`src/hw/rtl/sdls_pkg.sv`:
```
// types and constants of the strided load sequencer
package sdls_pkg;

  // command codes carried in tuser
  localparam logic [2:0] CMD_NONE   = 3'd0;
  localparam logic [2:0] CMD_CONFIG = 3'd1;
  localparam logic [2:0] CMD_MOVE_0 = 3'd2;
  localparam logic [2:0] CMD_MOVE_1 = 3'd3;
  localparam logic [2:0] CMD_MOVE_2 = 3'd4;

  // packed beat widths and bus widths (whole bytes)
  localparam int SDLS_IN_BITS  = 157;
  localparam int SDLS_IN_W     = 160;
  localparam int SDLS_OUT_BITS = 147;
  localparam int SDLS_OUT_W    = 152;

  // input beat, last member in the lowest bits
  typedef struct packed {
    logic        request_space;
    logic        completion_ready;
    logic [15:0] response_bytes;
    logic        response_valid;
    logic [15:0] col_count;
    logic [7:0]  row_count;
    logic [15:0] local_row;
    logic [15:0] block_stride_in;
    logic [1:0]  config_slot;
    logic [63:0] address_or_stride;
    logic [15:0] command_tag;
  } sdls_in_t;

  // result beat, last member in the lowest bits
  typedef struct packed {
    logic [15:0] done_tag;
    logic        done_valid;
    logic [15:0] request_tag;
    logic [15:0] request_block_stride;
    logic [15:0] request_cols;
    logic [15:0] request_local;
    logic [63:0] request_address;
    logic        request_valid;
    logic        command_taken;
  } sdls_out_t;

endpackage

```
`src/hw/rtl/strided_dma_load_sequencer.sv`:
```
// strided load sequencer: one tick per beat, row reads one at a time
//
//  channel   dir  handshake          payload
//  s_*       in   s_tvalid/s_tready  s_tuser command, s_tdata other tick inputs
//  m_*       out  m_tvalid/m_tready  m_tdata tick results
//
// each accepted beat is one tick; its registered result shows on m_* the next
// cycle if m_* is free; a beat can be taken every cycle that s_tready is high
// the path per beat is one 9x32 multiply and a 64-bit add for the row address
// an output register plus a one-beat skid register part the two sides;
// s_tready drops only while the skid register holds a beat
// rst is synchronous; slot strides reset to DIM, state and valid flags to zero
module strided_dma_load_sequencer
  import sdls_pkg::*;
#(
  parameter int DIM   = 16,
  parameter int SLOTS = 3
) (
  input  logic                  clk,
  input  logic                  rst,
  input  logic                  s_tvalid,
  output logic                  s_tready,
  // command_tag, address_or_stride, config_slot, block_stride_in, local_row,
  // row_count, col_count, response_valid, response_bytes, completion_ready,
  // request_space, zero fill
  input  logic [SDLS_IN_W-1:0]  s_tdata,
  // command
  input  logic [2:0]            s_tuser,
  output logic                  m_tvalid,
  input  logic                  m_tready,
  // command_taken, request_valid, request_address, request_local, request_cols,
  // request_block_stride, request_tag, done_valid, done_tag, zero fill
  output logic [SDLS_OUT_W-1:0] m_tdata
);

  sdls_in_t    in_d;
  logic [2:0]  cmd;
  logic        accept;

  // slot tables
  logic [31:0] slot_row_stride   [SLOTS];
  logic [15:0] slot_block_stride [SLOTS];

  // sequencer state
  logic        busy, busy_next;
  logic        finished, finished_next;
  logic [15:0] active_tag, active_tag_next;
  logic [63:0] base_address, base_address_next;
  logic [15:0] base_local, base_local_next;
  logic [7:0]  rows_total, rows_total_next;
  logic [15:0] cols_total, cols_total_next;
  logic [8:0]  row_index, row_index_next;
  logic        in_flight, in_flight_next;
  logic [31:0] active_row_stride, active_row_stride_next;
  logic [15:0] active_block_stride, active_block_stride_next;
  logic [23:0] expected_total, expected_total_next;
  logic [31:0] returned_total, returned_total_next;

  logic        done;
  logic        cmd_known;
  logic        cfg_wr;
  logic        issue;
  logic [2:0]  move_slot;
  logic [31:0] sel_row_stride;
  logic [15:0] sel_block_stride;
  logic [40:0] row_offset;
  logic [31:0] returned_sum;
  sdls_out_t   result;

  // output and skid registers
  logic        out_valid;
  sdls_out_t   out_data;
  logic        skid_valid;
  sdls_out_t   skid_data;

  assign in_d   = s_tdata[SDLS_IN_BITS-1:0];
  assign cmd    = s_tuser;
  assign accept = s_tvalid && s_tready;

  assign s_tready = !skid_valid;
  assign m_tvalid = out_valid;
  assign m_tdata  = {{(SDLS_OUT_W-SDLS_OUT_BITS){1'b0}}, out_data};

  // decode
  assign done      = busy && finished;
  assign cmd_known = (cmd == CMD_CONFIG) || (cmd == CMD_MOVE_0) ||
                     (cmd == CMD_MOVE_1) || (cmd == CMD_MOVE_2);
  assign cfg_wr    = accept && !busy && (cmd == CMD_CONFIG);
  assign move_slot = cmd - CMD_MOVE_0;
  assign issue     = busy && !finished && !in_flight &&
                     (row_index < {1'b0, rows_total}) && in_d.request_space;
  assign row_offset   = {32'b0, row_index} * {9'b0, active_row_stride};
  assign returned_sum = returned_total + {16'b0, in_d.response_bytes};

  // slot lookup for a move-in, out-of-range slots fall back to slot 0
  always_comb begin
    sel_row_stride   = slot_row_stride[0];
    sel_block_stride = slot_block_stride[0];
    for (int i = 0; i < SLOTS; i++) begin
      if (32'(move_slot) == i) begin
        sel_row_stride   = slot_row_stride[i];
        sel_block_stride = slot_block_stride[i];
      end
    end
  end

  // next state and result of one tick
  always_comb begin
    busy_next                = busy;
    finished_next            = finished;
    active_tag_next          = active_tag;
    base_address_next        = base_address;
    base_local_next          = base_local;
    rows_total_next          = rows_total;
    cols_total_next          = cols_total;
    row_index_next           = row_index;
    in_flight_next           = in_flight;
    active_row_stride_next   = active_row_stride;
    active_block_stride_next = active_block_stride;
    expected_total_next      = expected_total;
    returned_total_next      = returned_total;
    result                   = '0;

    result.done_valid = done;
    result.done_tag   = done ? active_tag : 16'b0;

    // completion handshake, else command acceptance
    if (done && in_d.completion_ready) begin
      busy_next     = 1'b0;
      finished_next = 1'b0;
    end else if (!busy && cmd_known) begin
      result.command_taken = 1'b1;
      busy_next            = 1'b1;
      finished_next        = 1'b0;
      active_tag_next      = in_d.command_tag;
      if (cmd == CMD_CONFIG) begin
        finished_next = 1'b1;
      end else begin
        base_address_next        = in_d.address_or_stride;
        base_local_next          = in_d.local_row;
        rows_total_next          = in_d.row_count;
        cols_total_next          = in_d.col_count;
        row_index_next           = 9'b0;
        in_flight_next           = 1'b0;
        active_row_stride_next   = sel_row_stride;
        active_block_stride_next = sel_block_stride;
        expected_total_next      = {16'b0, in_d.row_count} * {8'b0, in_d.col_count};
        returned_total_next      = 32'b0;
      end
    end

    // row read issue from the state at tick start
    if (issue) begin
      result.request_valid        = 1'b1;
      result.request_address      = base_address + {23'b0, row_offset};
      result.request_local        = base_local + {7'b0, row_index};
      result.request_cols         = cols_total;
      result.request_block_stride = active_block_stride;
      result.request_tag          = active_tag;
      in_flight_next              = 1'b1;
      row_index_next              = row_index + 9'd1;
    end

    // dma response, always taken
    if (in_d.response_valid) begin
      returned_total_next = returned_sum;
      in_flight_next      = 1'b0;
      finished_next       = returned_sum >= {8'b0, expected_total};
    end
  end

  // slot tables
  always_ff @(posedge clk) begin
    if (rst) begin
      for (int i = 0; i < SLOTS; i++) begin
        slot_row_stride[i]   <= 32'(DIM);
        slot_block_stride[i] <= 16'(DIM);
      end
    end else if (cfg_wr) begin
      for (int i = 0; i < SLOTS; i++) begin
        if (32'(in_d.config_slot) == i) begin
          slot_row_stride[i]   <= in_d.address_or_stride[31:0];
          slot_block_stride[i] <= in_d.block_stride_in;
        end
      end
    end
  end

  // sequencer state, advances once per accepted beat
  always_ff @(posedge clk) begin
    if (rst) begin
      busy                <= 1'b0;
      finished            <= 1'b0;
      active_tag          <= '0;
      base_address        <= '0;
      base_local          <= '0;
      rows_total          <= '0;
      cols_total          <= '0;
      row_index           <= '0;
      in_flight           <= 1'b0;
      active_row_stride   <= '0;
      active_block_stride <= '0;
      expected_total      <= '0;
      returned_total      <= '0;
    end else if (accept) begin
      busy                <= busy_next;
      finished            <= finished_next;
      active_tag          <= active_tag_next;
      base_address        <= base_address_next;
      base_local          <= base_local_next;
      rows_total          <= rows_total_next;
      cols_total          <= cols_total_next;
      row_index           <= row_index_next;
      in_flight           <= in_flight_next;
      active_row_stride   <= active_row_stride_next;
      active_block_stride <= active_block_stride_next;
      expected_total      <= expected_total_next;
      returned_total      <= returned_total_next;
    end
  end

  // output and skid valid flags
  always_ff @(posedge clk) begin
    if (rst) begin
      out_valid  <= 1'b0;
      skid_valid <= 1'b0;
    end else if (!out_valid || m_tready) begin
      if (skid_valid) begin
        out_valid  <= 1'b1;
        skid_valid <= 1'b0;
      end else begin
        out_valid <= accept;
      end
    end else if (accept) begin
      skid_valid <= 1'b1;
    end
  end

  // output and skid payload
  always_ff @(posedge clk) begin
    if (!out_valid || m_tready) begin
      if (skid_valid) begin
        out_data <= skid_data;
      end else if (accept) begin
        out_data <= result;
      end
    end else if (accept) begin
      skid_data <= result;
    end
  end

endmodule

```
`config.mk`:
```
export PLATFORM = sky130hd
export DESIGN_NAME = strided_dma_load_sequencer
export DESIGN_NICKNAME = d
export VERILOG_FILES = /design/src/hw/rtl/sdls_pkg.sv /design/src/hw/rtl/strided_dma_load_sequencer.sv
export SDC_FILE = /design/constraint.sdc
export NUM_CORES = 2
export LEC_CHECK = 0
export ABC_CLOCK_PERIOD_IN_PS = 8900
export BUFFER_PORTS_ARGS = -buffer_cell sky130_fd_sc_hd__buf_2
export CORE_ASPECT_RATIO = 0.5
export CORE_MARGIN = 1.5
export CORE_UTILIZATION = 38
export CTS_CLUSTER_DIAMETER = 30
export CTS_CLUSTER_SIZE = 10
export DETAILED_ROUTE_END_ITERATION = 10
export GPL_ROUTABILITY_DRIVEN = 0
export PLACE_DENSITY = 0.68
export SYNTH_ARGS = -nofsm -noshare
export SYNTH_HDL_FRONTEND = slang
export SYNTH_SLANG_ARGS = --single-unit
```
`constraint.sdc`:
```
create_clock -name clk -period 8.9 [get_ports clk]
set_clock_uncertainty 0.05 [all_clocks]
set_input_delay 1.335 -clock clk [delete_from_list [all_inputs] [get_ports clk]]
set_output_delay 1.335 -clock clk [all_outputs]
set_load 0.03 [all_outputs]
```
==> impl_metrics.csv <==
group,metric,value,unit
run_status,status,"complete, no violations",
synthesis,yosysMostFrequentCell,"nand2_1",
die,rows,87,
layout,fin_nets,5202,
global_routing,grt_max_degree,185,
layout,drive_gt1_frac,0.138,
placed_design,dp_hpwl,81100,um
power_and_ir_drop,p_per_area,190,mW/mm2
layout,synthToLayoutAreaGrowth,15.0,%
clock_tree,numCtsBuffers,107,
timing,worst_pin_slew,1.20,ns
synthesis,synth_common_cells,"649 x nand2_1, 438 x edfxtp_1, 414 x inv_1",
layout,fill_cells,10500,
critical_path,path_buf_inv,4,
drt,drt_pass1_iterations,6,
synthesis,synth_cells,4346,
timing,period_minus_slack,7.29,ns
clock_tree,cts-resized-gates,0,
synthesis,synth_seq_cells,676,
synthesis,synth-seq-area-share,0.413,
synthesis,post-synth-top-area-fraction,0.303,
synthesis,avgSynthCellArea,9.98,um2
critical_path,cpMostUsedCell,"fa_1",
power_and_ir_drop,irDropWorstVdd,153,uV
critical_path,cp.required,9.41,ns
drt,drtIter0Drc,2899,
timing,max_freq,0.137,GHz
clock_tree,insertion_delay,0.71,ns
global_routing,grt.overflow.total,0,
timing,setup_tns,0,ns
flow_run,drv_cap,0,
drt,routedWlPerCell,19.3,um
timing,max_slew_margin,0.201,
hold_path,hold_path_class,"flip-flop to flip-flop",
critical_path,critPathMaxStageDelay,1.11,ns
synthesis,ys_async_sr_fraction,0,
drt,drtAntennaViolNets,0,
die,die_y,242,um
timing,hold_viol,0,
layout,seqCellArea,0.0179,mm2
drt,vias_per_cell,5.30,
placed_design,port_buffers,312,
critical_path,cp_max_fo,26,
synthesis,synth_ff_type,"edfxtp_1",
die,io_pins,321,
clock_tree,clkSinkCount,676,
drt,drc,0,
critical_path,worst_path_max_delay_cell,"dfxtp_1",
timing,drv_slew,0,
clock_tree,cts_tree,"yes",
synthesis,synth_edf_count,438,
clock_tree,ctsHoldBuffers,0,
synthesis,synth.area.top_cells,"edfxtp_1 30%, fa_1 15%, dfxtp_1 11%",
critical_path,path_class,"flip-flop to flip-flop",
clock_tree,htreeDepth,3,
global_routing,grt_antenna_before_repair,18,
layout,final_core_util,0.442,
die,fp.dieW,481,um
synthesis,yosys_warnings,0,
synthesis,synthDistinctLibCells,88,
timing,rsz0062_at_grt,"no",
global_routing,track_usage,0.200,
timing,setup_viol,0,
critical_path,crit_family,"adder cells",
critical_path,r2r_setup_slack,1.61,ns
critical_path,arrival,7.80,ns
drt,via_count,32600,
global_routing,grt_pass1_wl,184000,um
synthesis,synth_top_area_cell,"edfxtp_1",
clock_tree,path_clk_slew,0.05,ns
synthesis,synth.cell_area,0.0434,mm2
clock_tree,clk_path_buf_depth,3,
critical_path,worstSetupEndpointType,"flip-flop",
layout,multi_input_area,0.0229,mm2
die,fp.dieArea,0.116,mm2
die,start_util,0.384,
drt,drt_wl_total,118000,um
clock_tree,cts_setup_buffers,0,
clock_tree,cts-root-buf,"clkbuf_16",
global_routing,grt_pass1_vias,32500,
die,coreArea,0.113,mm2
power_and_ir_drop,power.leakage,20.7,nW
timing,finalCritPeriodShare,0.819,
critical_path,crit_chain,"buf_4, nand2_1, fa_1, inv_1, fa_1, fa_1, inv_1, fa_1, fa_1, inv_1, ha_1, nand2_1, nor3_1, nand2_1, o41ai_2, o211ai_2, a2111o_1, nand3_1",
critical_path,cp-start-kind,"flip-flop",
path summary, 6_finish.rpt:
path / start / endpoint / depth (start not counted)
setup / recovery: row_index[6] / m_tdata[63] / 18
hold / removal: cols_total[3] / cols_total[3] / 2
setup reg to reg: row_index[6] / m_tdata[63] / 18
hold reg to reg: cols_total[3] / cols_total[3] / 2
cells by family (layout without fill, tap and decap cells):
| family | count (synthesis) | in the layout | synth area share |
|---|---|---|---|
| flip-flops | 676 | 676 | 0.413 |
| AND/OR/NAND/NOR | 1553 | 1553 | 0.170 |
| other | 1 | 17 | 0.0000865 |
| AO/OA/AOI/OAI | 725 | 725 | 0.108 |
| buffers and inverters | 697 | 963 | 0.0616 |
| multiplexers | 97 | 97 | 0.0246 |
| adder cells (fa/ha/maj) | 510 | 510 | 0.205 |
| XOR/XNOR | 87 | 87 | 0.0176 |
flip-flops by register name, indices dropped and copies added (netlist names):
register,count
active_block_stride,16
active_row_stride,32
active_tag,16
base_address,64
base_local,16
busy,1
cols_total,16
expected_total,24
finished,1
in_flight,1
m_tdata,147
m_tvalid,1
returned_total,32
row_index,9
rows_total,8
skid_data,147
skid_valid,1
slot_block_stride,48
slot_row_stride,96
worst reg2reg max path, delay by kind of cell (launching register included):
kind	cells	cell delay, ns
fa+ha+maj	6	2.87
compound gates	3	1.91
flops	1	1.11
simple gates	5	0.76
buf+inv	4	0.44
power breakdown:
group	total (mW)	internal, mW	switching [mW]
sequential	3.58	3.49	0.0891
combinational	1.62	0.605	1.01
clock	4.27	2.68	1.60
routing by layer:
layer  vias up  part of all wire  GRT usage
met5         -           0.00046          0
met4         8             0.032     0.0760
met3       201             0.075     0.0456
met1     16100              0.43      0.268
li1      15100                 -          -
met2      1180              0.46      0.316
cell type report:
cell class / instances / area share
inverters: 416 / 0.0314
repair buffers: 347 / 0.0375
flip-flops and latches: 676 / 0.359
multi-input cells: 2977 / 0.459
diodes: 12 / 0.000602
clock buffers: 132 / 0.0564
clock inverters: 68 / 0.0176
well taps: 1513 / 0.0380
through the flow:
step / area, um2 / instances / hold slack (ns) / setup slack, ns / power, mW
global placement: 46100 / 5929 / 0.388 / 1.83 / 5.20
finish: 49900 / 6141 / 0.398 / 1.61 / 9.47
detailed placement: 46100 / 5929 / 0.392 / 1.75 / 5.23
CTS: 49800 / 6129 / 0.399 / 1.74 / 9.53
floorplan: 43400 / 4350 / 0.382 / 0.518 / 4.80
global route: 49900 / 6141 / 0.415 / 1.25 / 9.88
layout by cell type (no fill, tap or decap), drive strengths merged, types with 40 or more instances in the layout:
master,count
nor2,230
nand3,133
o31ai,40
inv,429
o21ai,89
mux2,77
xnor2,56
nand2,649
ha,176
and2,343
edfxtp,438
fa,334
buf,347
clkbuf,132
a311oi,55
nor3,42
a21oi,322
dfxtp,238
(Power assumes the default switching activity.)
